$ cat src/hw/rtl/itcp_pkg.sv
// ----------------------------------------------------------------------------
// IPv4/TCP header deframer package
// Shared constants, record kinds and the queue entry type.
// ----------------------------------------------------------------------------
package itcp_pkg;

  // Fixed header sizes in bytes.
  localparam int unsigned IP_FIXED_BYTES  = 20;
  localparam int unsigned TCP_FIXED_BYTES = 28;

  // Header length fields above these word counts carry option bytes.
  localparam logic [3:0] IP_FIXED_WORDS  = 4'd5;
  localparam logic [3:0] TCP_FIXED_WORDS = 4'd7;

  // Byte positions of interest inside the fixed parts.
  localparam logic [5:0] POS_IHL       = 6'd0;
  localparam logic [5:0] POS_TOTLEN_HI = 6'd2;
  localparam logic [5:0] POS_TOTLEN_LO = 6'd3;
  localparam logic [5:0] POS_SRC_FIRST = 6'd12;
  localparam logic [5:0] POS_SRC_LAST  = 6'd15;
  localparam logic [5:0] POS_DST_FIRST = 6'd16;
  localparam logic [5:0] POS_DST_LAST  = 6'd19;
  localparam logic [5:0] POS_TCP_OFS   = 6'd12;

  // Default depth of the queue between parser and output stage.
  localparam int unsigned QUEUE_DEPTH_DEF = 2;

  // Width of the packed output data word (113 bits rounded up to bytes).
  localparam int unsigned OUT_TDATA_W = 120;

  // Record kinds, carried on tuser.
  localparam logic REC_HEADER  = 1'b0;
  localparam logic REC_PAYLOAD = 1'b1;

  // One request from the parser to the output stage.
  typedef struct packed {
    logic        kind;
    logic        last;
    logic [7:0]  data_byte;
    logic [3:0]  ihl;
    logic [15:0] total_length;
    logic [31:0] src_addr;
    logic [31:0] dst_addr;
    logic [3:0]  tcp_offset;
    logic [15:0] payload_length;
    logic        length_error;
  } itcp_entry_t;

endpackage

$ cat src/hw/rtl/itcp_front.sv
// ----------------------------------------------------------------------------
// IPv4/TCP header parser front end
// Walks the header phases byte by byte and posts header and payload requests.
// ----------------------------------------------------------------------------
module itcp_front (
  input  logic                 clk_i,
  input  logic                 rst_ni,
  input  logic                 byte_valid_i,
  input  logic [7:0]           byte_i,
  input  logic                 queue_full_i,
  output logic                 byte_ready_o,
  output logic                 push_o,
  output itcp_pkg::itcp_entry_t push_entry_o
);
  import itcp_pkg::*;

  typedef enum logic [4:0] {
    PH_IPFIX  = 5'b00001,
    PH_IPOPT  = 5'b00010,
    PH_TCPFIX = 5'b00100,
    PH_TCPOPT = 5'b01000,
    PH_DATA   = 5'b10000
  } phase_e;

  phase_e      phase_q, phase_d;
  logic [5:0]  pos_q, pos_d;
  logic [3:0]  ihl_q, ihl_d;
  logic [15:0] tot_q, tot_d;
  logic [31:0] src_q, src_d;
  logic [31:0] dst_q, dst_d;
  logic [3:0]  ofs_q, ofs_d;
  logic [15:0] rem_q, rem_d;

  logic        accept;
  logic [6:0]  pos_inc;
  logic [6:0]  ip_opt_len;
  logic [6:0]  tcp_opt_len;
  logic [17:0] len_full;
  logic        len_err;
  logic [15:0] pl_len;
  logic        emit_hdr;
  logic        emit_pay;
  logic        pay_last;

  assign byte_ready_o = !queue_full_i;
  assign accept       = byte_valid_i && byte_ready_o;

  assign pos_inc     = {1'b0, pos_q} + 7'd1;
  assign ip_opt_len  = {1'b0, ihl_q, 2'b00} - 7'(IP_FIXED_BYTES);
  assign tcp_opt_len = {1'b0, ofs_q, 2'b00} - 7'(TCP_FIXED_BYTES);

  // Payload length from the held fields; a negative value saturates to zero.
  assign len_full = {2'b00, tot_q} - {12'd0, ihl_q, 2'b00} - {12'd0, ofs_q, 2'b00};
  assign len_err  = len_full[17];
  assign pl_len   = len_err ? 16'd0 : len_full[15:0];

  always_comb begin
    phase_d  = phase_q;
    pos_d    = pos_q;
    ihl_d    = ihl_q;
    tot_d    = tot_q;
    src_d    = src_q;
    dst_d    = dst_q;
    ofs_d    = ofs_q;
    rem_d    = rem_q;
    emit_hdr = 1'b0;
    emit_pay = 1'b0;
    pay_last = 1'b0;
    if (accept) begin
      unique case (phase_q)
        PH_IPFIX: begin
          if (pos_q == POS_IHL) begin
            ihl_d = byte_i[3:0];
          end else if (pos_q == POS_TOTLEN_HI) begin
            tot_d = {byte_i, 8'h00};
          end else if (pos_q == POS_TOTLEN_LO) begin
            tot_d = {tot_q[15:8], byte_i};
          end else if (pos_q >= POS_SRC_FIRST && pos_q <= POS_SRC_LAST) begin
            src_d = {src_q[23:0], byte_i};
          end else if (pos_q >= POS_DST_FIRST && pos_q <= POS_DST_LAST) begin
            dst_d = {dst_q[23:0], byte_i};
          end
          pos_d = pos_inc[5:0];
          if (pos_inc >= 7'(IP_FIXED_BYTES)) begin
            pos_d   = 6'd0;
            phase_d = (ihl_q > IP_FIXED_WORDS) ? PH_IPOPT : PH_TCPFIX;
          end
        end
        PH_IPOPT: begin
          pos_d = pos_inc[5:0];
          if (pos_inc >= ip_opt_len) begin
            pos_d   = 6'd0;
            phase_d = PH_TCPFIX;
          end
        end
        PH_TCPFIX: begin
          if (pos_q == POS_TCP_OFS) begin
            ofs_d = byte_i[7:4];
          end
          pos_d = pos_inc[5:0];
          if (pos_inc >= 7'(TCP_FIXED_BYTES)) begin
            pos_d = 6'd0;
            if (ofs_q > TCP_FIXED_WORDS) begin
              phase_d = PH_TCPOPT;
            end else begin
              emit_hdr = 1'b1;
            end
          end
        end
        PH_TCPOPT: begin
          pos_d = pos_inc[5:0];
          if (pos_inc >= tcp_opt_len) begin
            pos_d    = 6'd0;
            emit_hdr = 1'b1;
          end
        end
        PH_DATA: begin
          emit_pay = 1'b1;
          if (rem_q != 16'd0) begin
            rem_d = rem_q - 16'd1;
          end
          if (rem_d == 16'd0) begin
            pay_last = 1'b1;
            phase_d  = PH_IPFIX;
            pos_d    = 6'd0;
          end
        end
        default: begin
          phase_d = PH_IPFIX;
          pos_d   = 6'd0;
        end
      endcase
      if (emit_hdr) begin
        rem_d   = pl_len;
        phase_d = (pl_len != 16'd0) ? PH_DATA : PH_IPFIX;
      end
    end
  end

  always_comb begin
    push_entry_o                = '0;
    push_entry_o.kind           = emit_pay ? REC_PAYLOAD : REC_HEADER;
    push_entry_o.last           = emit_pay ? pay_last : (pl_len == 16'd0);
    push_entry_o.data_byte      = byte_i;
    push_entry_o.ihl            = ihl_q;
    push_entry_o.total_length   = tot_q;
    push_entry_o.src_addr       = src_q;
    push_entry_o.dst_addr       = dst_q;
    push_entry_o.tcp_offset     = ofs_q;
    push_entry_o.payload_length = pl_len;
    push_entry_o.length_error   = len_err;
  end

  assign push_o = emit_hdr || emit_pay;

  always_ff @(posedge clk_i or negedge rst_ni) begin
    if (!rst_ni) begin
      phase_q <= PH_IPFIX;
      pos_q   <= 6'd0;
      ihl_q   <= 4'd0;
      tot_q   <= 16'd0;
      src_q   <= 32'd0;
      dst_q   <= 32'd0;
      ofs_q   <= 4'd0;
      rem_q   <= 16'd0;
    end else begin
      phase_q <= phase_d;
      pos_q   <= pos_d;
      ihl_q   <= ihl_d;
      tot_q   <= tot_d;
      src_q   <= src_d;
      dst_q   <= dst_d;
      ofs_q   <= ofs_d;
      rem_q   <= rem_d;
    end
  end

`ifndef SYNTHESIS
  // The payload phase is only entered with bytes left to deliver.
  a_data_has_bytes: assert property (@(posedge clk_i) disable iff (!rst_ni)
    phase_q == PH_DATA |-> rem_q != 16'd0)
    else $error("payload phase with no bytes remaining");

  // A saturated payload length closes the packet on the header record.
  a_err_is_last: assert property (@(posedge clk_i) disable iff (!rst_ni)
    emit_hdr && len_err |-> push_entry_o.last && phase_d == PH_IPFIX)
    else $error("length error header did not end the packet");

  // The position counter stays within the fixed IP header.
  a_ipfix_pos: assert property (@(posedge clk_i) disable iff (!rst_ni)
    phase_q == PH_IPFIX |-> pos_q < 6'(IP_FIXED_BYTES))
    else $error("IP header position out of range");
`endif

endmodule

$ cat src/hw/rtl/itcp_queue.sv
// ----------------------------------------------------------------------------
// IPv4/TCP deframer request queue
// Small circular buffer between parser and output stage.
// ----------------------------------------------------------------------------
module itcp_queue #(
  parameter int unsigned DEPTH = itcp_pkg::QUEUE_DEPTH_DEF
) (
  input  logic                  clk_i,
  input  logic                  rst_ni,
  input  logic                  push_i,
  input  itcp_pkg::itcp_entry_t push_entry_i,
  input  logic                  pop_i,
  output logic                  full_o,
  output logic                  valid_o,
  output itcp_pkg::itcp_entry_t head_o
);
  import itcp_pkg::*;

  localparam int unsigned IDX_W = (DEPTH > 1) ? $clog2(DEPTH) : 1;
  localparam int unsigned CNT_W = $clog2(DEPTH + 1);

  itcp_entry_t       slots_q [DEPTH];
  logic [IDX_W-1:0]  wr_ptr_q, wr_ptr_d;
  logic [IDX_W-1:0]  rd_ptr_q, rd_ptr_d;
  logic [CNT_W-1:0]  count_q, count_d;
  logic              do_pop;

  assign full_o  = (count_q == CNT_W'(DEPTH));
  assign valid_o = (count_q != '0);
  assign head_o  = slots_q[rd_ptr_q];
  assign do_pop  = pop_i && valid_o;

  always_comb begin
    wr_ptr_d = wr_ptr_q;
    rd_ptr_d = rd_ptr_q;
    count_d  = count_q;
    if (push_i) begin
      wr_ptr_d = (wr_ptr_q == IDX_W'(DEPTH - 1)) ? '0 : wr_ptr_q + IDX_W'(1);
    end
    if (do_pop) begin
      rd_ptr_d = (rd_ptr_q == IDX_W'(DEPTH - 1)) ? '0 : rd_ptr_q + IDX_W'(1);
    end
    if (push_i && !do_pop) begin
      count_d = count_q + CNT_W'(1);
    end else if (!push_i && do_pop) begin
      count_d = count_q - CNT_W'(1);
    end
  end

  always_ff @(posedge clk_i) begin
    if (push_i) begin
      slots_q[wr_ptr_q] <= push_entry_i;
    end
  end

  always_ff @(posedge clk_i or negedge rst_ni) begin
    if (!rst_ni) begin
      wr_ptr_q <= '0;
      rd_ptr_q <= '0;
      count_q  <= '0;
    end else begin
      wr_ptr_q <= wr_ptr_d;
      rd_ptr_q <= rd_ptr_d;
      count_q  <= count_d;
    end
  end

endmodule

$ cat src/hw/rtl/itcp_back.sv
// ----------------------------------------------------------------------------
// IPv4/TCP deframer output stage
// Formats queued requests into records and holds them in an output register.
// ----------------------------------------------------------------------------
module itcp_back (
  input  logic                            clk_i,
  input  logic                            rst_ni,
  input  logic                            head_valid_i,
  input  itcp_pkg::itcp_entry_t           head_i,
  output logic                            pop_o,
  output logic                            out_valid_o,
  input  logic                            out_ready_i,
  output logic [itcp_pkg::OUT_TDATA_W-1:0] out_data_o,
  output logic                            out_kind_o,
  output logic                            out_last_o
);
  import itcp_pkg::*;

  logic                   valid_q, valid_d;
  logic [OUT_TDATA_W-1:0] data_q, data_d;
  logic                   kind_q, kind_d;
  logic                   last_q, last_d;
  logic                   load;

  assign load  = head_valid_i && (!valid_q || out_ready_i);
  assign pop_o = load;

  // Payload records carry only the byte; header records carry no byte.
  always_comb begin
    data_d = '0;
    kind_d = head_i.kind;
    last_d = head_i.last;
    if (head_i.kind == REC_PAYLOAD) begin
      data_d[112:105] = head_i.data_byte;
    end else begin
      data_d[3:0]     = head_i.ihl;
      data_d[19:4]    = head_i.total_length;
      data_d[51:20]   = head_i.src_addr;
      data_d[83:52]   = head_i.dst_addr;
      data_d[87:84]   = head_i.tcp_offset;
      data_d[103:88]  = head_i.payload_length;
      data_d[104]     = head_i.length_error;
    end
  end

  always_comb begin
    valid_d = valid_q;
    if (load) begin
      valid_d = 1'b1;
    end else if (out_ready_i) begin
      valid_d = 1'b0;
    end
  end

  always_ff @(posedge clk_i) begin
    if (load) begin
      data_q <= data_d;
      kind_q <= kind_d;
      last_q <= last_d;
    end
  end

  always_ff @(posedge clk_i or negedge rst_ni) begin
    if (!rst_ni) begin
      valid_q <= 1'b0;
    end else begin
      valid_q <= valid_d;
    end
  end

  assign out_valid_o = valid_q;
  assign out_data_o  = data_q;
  assign out_kind_o  = kind_q;
  assign out_last_o  = last_q;

endmodule

$ cat src/hw/rtl/ipv4_tcp_header_deframer.sv
// ----------------------------------------------------------------------------
// IPv4/TCP header deframer
// Splits a byte stream of back-to-back IPv4+TCP packets into header records
// and payload byte records.
// ----------------------------------------------------------------------------
// Channel   Dir  Width  Contents
// s_axis    in   8      tdata: stream_byte
// m_axis    out  120    tdata: header fields or payload byte, tuser: record_kind,
//                       tlast: last_of_packet
//
// The parser handles stream bytes as they are accepted; one byte per clock is
// accepted as long as the request queue has room, and the queue drains one
// record per clock into the output register while that register is empty or m_axis takes its record.
// An accepted byte's record is written into the queue and then into the output register.
// Reset returns the parser to the start of an IP header with all held fields
// cleared and empties the queue and output register.
// A stall on m_axis fills the queue first; s_axis tready drops only once the
// queue is full.
// ----------------------------------------------------------------------------
module ipv4_tcp_header_deframer #(
  parameter int unsigned QUEUE_DEPTH = itcp_pkg::QUEUE_DEPTH_DEF
) (
  input  logic                             clk_i,
  input  logic                             rst_ni,
  // Input byte stream.
  input  logic                             s_axis_tvalid,
  output logic                             s_axis_tready,
  input  logic [7:0]                       s_axis_tdata,   // [7:0] stream_byte
  // Output record stream.
  output logic                             m_axis_tvalid,
  input  logic                             m_axis_tready,
  // From bit 0 up: ip_header_words[3:0], total_length[19:4],
  // source_address[51:20], destination_address[83:52],
  // tcp_header_words[87:84], payload_length[103:88], length_error[104],
  // payload_byte[112:105], zero fill[119:113].
  output logic [itcp_pkg::OUT_TDATA_W-1:0] m_axis_tdata,
  output logic                             m_axis_tuser,   // [0] record_kind
  output logic                             m_axis_tlast    // last_of_packet
);
  import itcp_pkg::*;

  // Requests between the parser and the queue.
  logic        push;
  itcp_entry_t push_entry;
  logic        queue_full;

  // Queue head toward the output stage.
  logic        head_valid;
  itcp_entry_t head;
  logic        pop;

  // The parser tracks the header phase, captures the header fields and
  // posts one request for the header record and one per payload byte.
  itcp_front u_front (
    .clk_i        (clk_i),
    .rst_ni       (rst_ni),
    .byte_valid_i (s_axis_tvalid),
    .byte_i       (s_axis_tdata),
    .queue_full_i (queue_full),
    .byte_ready_o (s_axis_tready),
    .push_o       (push),
    .push_entry_o (push_entry)
  );

  // The queue lets the parser keep taking bytes while the output waits.
  itcp_queue #(
    .DEPTH (QUEUE_DEPTH)
  ) u_queue (
    .clk_i        (clk_i),
    .rst_ni       (rst_ni),
    .push_i       (push),
    .push_entry_i (push_entry),
    .pop_i        (pop),
    .full_o       (queue_full),
    .valid_o      (head_valid),
    .head_o       (head)
  );

  // The output stage packs the record and presents it on m_axis.
  itcp_back u_back (
    .clk_i        (clk_i),
    .rst_ni       (rst_ni),
    .head_valid_i (head_valid),
    .head_i       (head),
    .pop_o        (pop),
    .out_valid_o  (m_axis_tvalid),
    .out_ready_i  (m_axis_tready),
    .out_data_o   (m_axis_tdata),
    .out_kind_o   (m_axis_tuser),
    .out_last_o   (m_axis_tlast)
  );

endmodule
$ cat config.mk
export PLATFORM = sky130hd
export DESIGN_NAME = ipv4_tcp_header_deframer
export DESIGN_NICKNAME = d
export VERILOG_FILES = /design/src/hw/rtl/itcp_pkg.sv /design/src/hw/rtl/itcp_front.sv /design/src/hw/rtl/itcp_queue.sv /design/src/hw/rtl/itcp_back.sv /design/src/hw/rtl/ipv4_tcp_header_deframer.sv
export SDC_FILE = /design/constraint.sdc
export NUM_CORES = 1
export LEC_CHECK = 0
export ABC_AREA = 1
export BUFFER_PORTS_ARGS = -buffer_cell sky130_fd_sc_hd__buf_4
export CAP_MARGIN = 10
export CORE_MARGIN = 2
export CORE_UTILIZATION = 55
export CTS_BUF_LIST = sky130_fd_sc_hd__clkbuf_4
export DETAILED_ROUTE_END_ITERATION = 8
export PLACE_DENSITY = 0.78
export SYNTH_ARGS = -nofsm -noshare
export SYNTH_HDL_FRONTEND = slang
export SYNTH_HIERARCHICAL = 1
export SYNTH_SLANG_ARGS = --single-unit
$ cat constraint.sdc
create_clock -name clk_i -period 23.7 [get_ports clk_i]
set_input_delay 4.74 -clock clk_i [delete_from_list [all_inputs] [get_ports clk_i]]
set_output_delay 4.74 -clock clk_i [all_outputs]
set_load 0.05 [all_outputs]
==> results.md <==
* Outcome: finished, final reports clean
* Post-synthesis mux area share at 0.0270
* Fin util at 0.636
* DRC at 0
* Final Max Slew Viols at 0
* HPWL reported at the end of detailed placement at 25.4 mm
* Row cnt at 69
* Postcts setup bufs at 0
* Worst-skew pair later-pin latency at 0.80 ns
* Final hold violations at 0
* CTS H-tree lvls at 3
* Mapped Cells at 1825
* Placed inst area at between 20000 and 25000 um^2
* Leakage at 10.2 nW
* Num CTS Buffers at around 110
* Post-route cell area at 22700 um^2
* Net Sw Frac at 0.427
* Yosys top cell by area: edfxtp_1
* Largest family of logic cells by synthesized area: simple AND/OR/NAND/NOR gates
* Worst hold path depth at 0
* Synth top area cells: edfxtp_1 (52%), dfrtp_1 (15%), nand2_1 (10%)
* Area Overhead vs Synth at 13.3%
* Max Fclk at 140 MHz
* VDD IR max at 0.0925 mV
* Crit path required time at between 20 and 25 ns
* Initial core utilization at 0.561
* Vias in the first global route at 13200
* Share of cells above drive strength 1 at 0.197
* CTS root buf: clkbuf_4
* CTS tree: yes
* Initial antenna violation count at 1
* RSZ-0062 raised after global routing: false
* CP max stage delay at 0.88 ns
* Cts repair resizes at 0
* Critical Path Start Type: input port
* Worst-margin pin slew at 1.19 ns
* Sequential share of power at 0.379
* CP max FO at 76
* Yosys cell types at 47
* XOR/XNOR share of the synthesized area at 0.0123
* Mapped Area at 20000 um^2
* Crit path buffers/inverters at 4
* Placed cell count at 2356
* Final GP Congestion at 0.868
* FF-to-FF End: u_queue/slots_q[0][7]
* CTS Hold Bufs at 0
* Die Area at 37900 um^2
* Met1 Track Usage GR at 0.264
* DR iter-0 viols at roughly 1000
* Grt peak-use layer: met2
* DIE HEIGHT at 195 um
* Final worst path period need at 7.12 ns
* Endpoint type of the worst setup path: flop
* Synthesis warning total at 6
* Layout Nets at 2051
* Share of the synthesized area in the top cell type at 0.518
* Width of the die at slightly below 200 um
* Io pins at 136
* Post-synth ARST share at 0.258
* CP Cell Sequence: buf_4, nand2_1, a21oi_4, inv_1, nor2_4, buf_4, buf_4
* Synth Register Bits at approximately 470
* Clk sinks at 465
* Family with the most delay on the worst path: buffers and inverters
* Critical Path Source: s_axis_tvalid
* Post-Synth Adder-Cell Area at 0.0189
* First-pass iteration count of the detailed router at 5
* Crit Path Class: in -> reg
* Port bufs at 128
* Total GRT Usage at 0.214
* P_sw at roughly 1.3 mW
* Final worst-path cycle share at 0.301
* Fillers at 2766
* GR Overflow Total at 0
* Met2 Resource Use GR at 0.378
* Synth Area in Simple Gates at 0.175
* First-pass GRT wire length at 65.0 mm
* Max-cap viol count at 0
* Combinational fraction of design power at 0.409
* Vias at 13000
* Routed Antenna Nets at 0
* DR WL/cell at around 15 um
* Clock Path Buffers at 3
* Hold WC Path Type: reg -> reg
* Total wire length at 39.5 mm
* Layout Skew at 0.0733 ns
* Setup TNS at 0 ns
* Top_reg_cell synth: edfxtp_1
* Internal Power at 1.73 mW
* Synth top cells by count: nand2_1 (550), edfxtp_1 (345), inv_1 (217)
* Synth Area in Compound Gates at 0.0310
* CTS clk-pin slew, worst paths at 0.07 ns
* Most used cell, CP: buf_4
* Met3 Use GR at 0.0390
* Avg Cell Area, Syn at 11.0 um^2
* Most frequent cell after synthesis: nand2_1
* PwrDens at 133 nW/um^2
* Setup slack, reg-to-reg at 18.05 ns
* Post-synth EDFFs at 345
* Core footprint at between 30000 and 40000 um^2
* Fin Hold WS at 0.477 ns
* Seq/Total Area, Yosys at 0.668
* Pin count of the biggest net entering global routing at between 100 and 150
* Critical-path top delay cell: buf_4
* Worst Reg-to-Reg Cells at 17
* Hold Path End: u_queue/slots_q[0][48]
* Hold path startpoint: u_front/dst_q[27]
* R2r startpoint: u_front/pos_q[0]
* Setup Viol. Count Final at 0
* Vias/cell at 5.08
* Post-route insts no fill at 2568
* Worst relative slew slack at 0.209
* Clk network pwr share at 0.212
* Crit path DAT at between 7 and 8 ns
==> final cells by class <==
class	count	area, um^2	area share
Antenna cell	1	2.50	0.000110
Clock buffer	170	1280	0.0563
Multi-Input combinational cell	1067	5360	0.236
Inverter	227	860	0.0379
Clock inverter	40	189	0.00833
Tap cell	461	577	0.0254
Sequential cell	465	13400	0.590
Timing Repair Buffer	137	1050	0.0462
==> metrics by stage <==
| step | setup WS, ns | power, mW |
|---|---|---|
| 2_1_floorplan | 12.02 | 2.08 |
| 3_3_place_gp | 15.89 | 2.37 |
| 3_5_place_dp | 15.84 | 2.40 |
| 4_1_cts | 16.67 | 3.04 |
| 5_1_grt | 16.41 | 3.20 |
| 6_report | 16.58 | 3.02 |
==> worst reg2reg max path: stages, from the launching register on <==
cell and delay [ns]:
dfrtp_1 0.44, ha_1 0.27, nand3_1 0.13, xor2_1 0.21, inv_1 0.15, ha_1 0.36
nand2_1 0.08, nor3_1 0.16, nor4_1 0.07, nand2_1 0.08, nand2_1 0.06, nand2_2 0.34
inv_2 0.28, a21oi_4 0.75, inv_1 0.18, nor2_4 0.15, buf_4 0.47, buf_4 0.93
==> state kept, by name, indices dropped and copies added, names as in the netlist <==
| register | cells |
|---|---|
| u_front/phase_q | 5 |
| u_queue/wr_ptr_q | 1 |
| u_front/ofs_q | 4 |
| u_queue/rd_ptr_q | 1 |
| u_back/out_kind_o | 1 |
| u_front/pos_q | 6 |
| u_front/rem_q | 16 |
| u_queue/slots_q | 230 |
| u_front/ihl_q | 4 |
| u_queue/count_q | 2 |
| u_back/out_last_o | 1 |
| u_front/tot_q | 16 |
| u_back/out_valid_o | 1 |
| u_back/out_data_o | 113 |
| u_front/dst_q | 32 |
| u_front/src_q | 32 |
==> layout by cell type, fill, tap and decap left out, types with 3 or more instances in the layout <==
| cell type | Yosys | routed |
|---|---|---|
| nand2_1 | 550 | 549 |
| edfxtp_1 | 345 | 345 |
| inv_1 | 217 | 216 |
| nor2_1 | 176 | 175 |
| clkbuf_4 | 0 | 170 |
| buf_4 | 22 | 136 |
| dfrtp_1 | 119 | 118 |
| o21ai_0 | 63 | 63 |
| nand3_1 | 57 | 55 |
| mux2_2 | 48 | 48 |
| clkinv_1 | 1 | 34 |
| ha_1 | 27 | 27 |
| xor2_1 | 22 | 22 |
| nand4_1 | 15 | 15 |
| a21oi_1 | 14 | 13 |
| nor3_1 | 11 | 11 |
| nand2_2 | 10 | 10 |
| o211ai_1 | 9 | 9 |
| inv_2 | 7 | 8 |
| a31oi_1 | 8 | 8 |
| conb_1 | 1 | 7 |
| nor2_4 | 6 | 7 |
| xnor2_1 | 6 | 6 |
| nor2_2 | 5 | 5 |
| nand3_2 | 3 | 5 |
| o22ai_1 | 4 | 4 |
| clkinv_2 | 0 | 3 |
| or2_2 | 3 | 3 |
| nand3_4 | 3 | 3 |
| inv_4 | 2 | 3 |
==> power by group through the flow <==
stage | sequential (mW) | clock (mW) | combinational (mW)
3_3_place_gp | 1.16 | 0 | 1.21
4_1_cts | 1.15 | 0.659 | 1.23
5_1_grt | 1.16 | 0.703 | 1.33
2_1_floorplan | 1.51 | 0 | 0.576
3_5_place_dp | 1.16 | 0 | 1.23
6_report | 1.14 | 0.639 | 1.23
==> how the worst max path moves through the flow <==
stage | end | slack (ns) | cells past startpoint
2_1_floorplan | u_queue/count_q[1] | 12.02 | 8
3_3_place_gp | u_queue/slots_q[0][12] | 15.89 | 7
3_5_place_dp | u_queue/slots_q[0][8] | 15.84 | 7
4_1_cts | u_queue/slots_q[0][34] | 16.67 | 7
5_1_grt | u_queue/slots_q[0][7] | 16.41 | 7
6_report | u_queue/slots_q[0][7] | 16.58 | 7
==> cell families after synthesis <==
family,after synthesis
buffers and inverters,299
multiplexers,48
XOR/XNOR,28
AND/OR/NAND/NOR,846
other,1
flip-flops,465
AO/OA/AOI/OAI,109
adder cells (fa/ha/maj),29
==> layer usage <==
layer / vias up / share of wire
met5: - / 0
met4: 0 / 0.019
li1: 6383 / -
met1: 6266 / 0.42
met2: 342 / 0.51
met3: 55 / 0.051
Power figures use the tool's default switching activity.
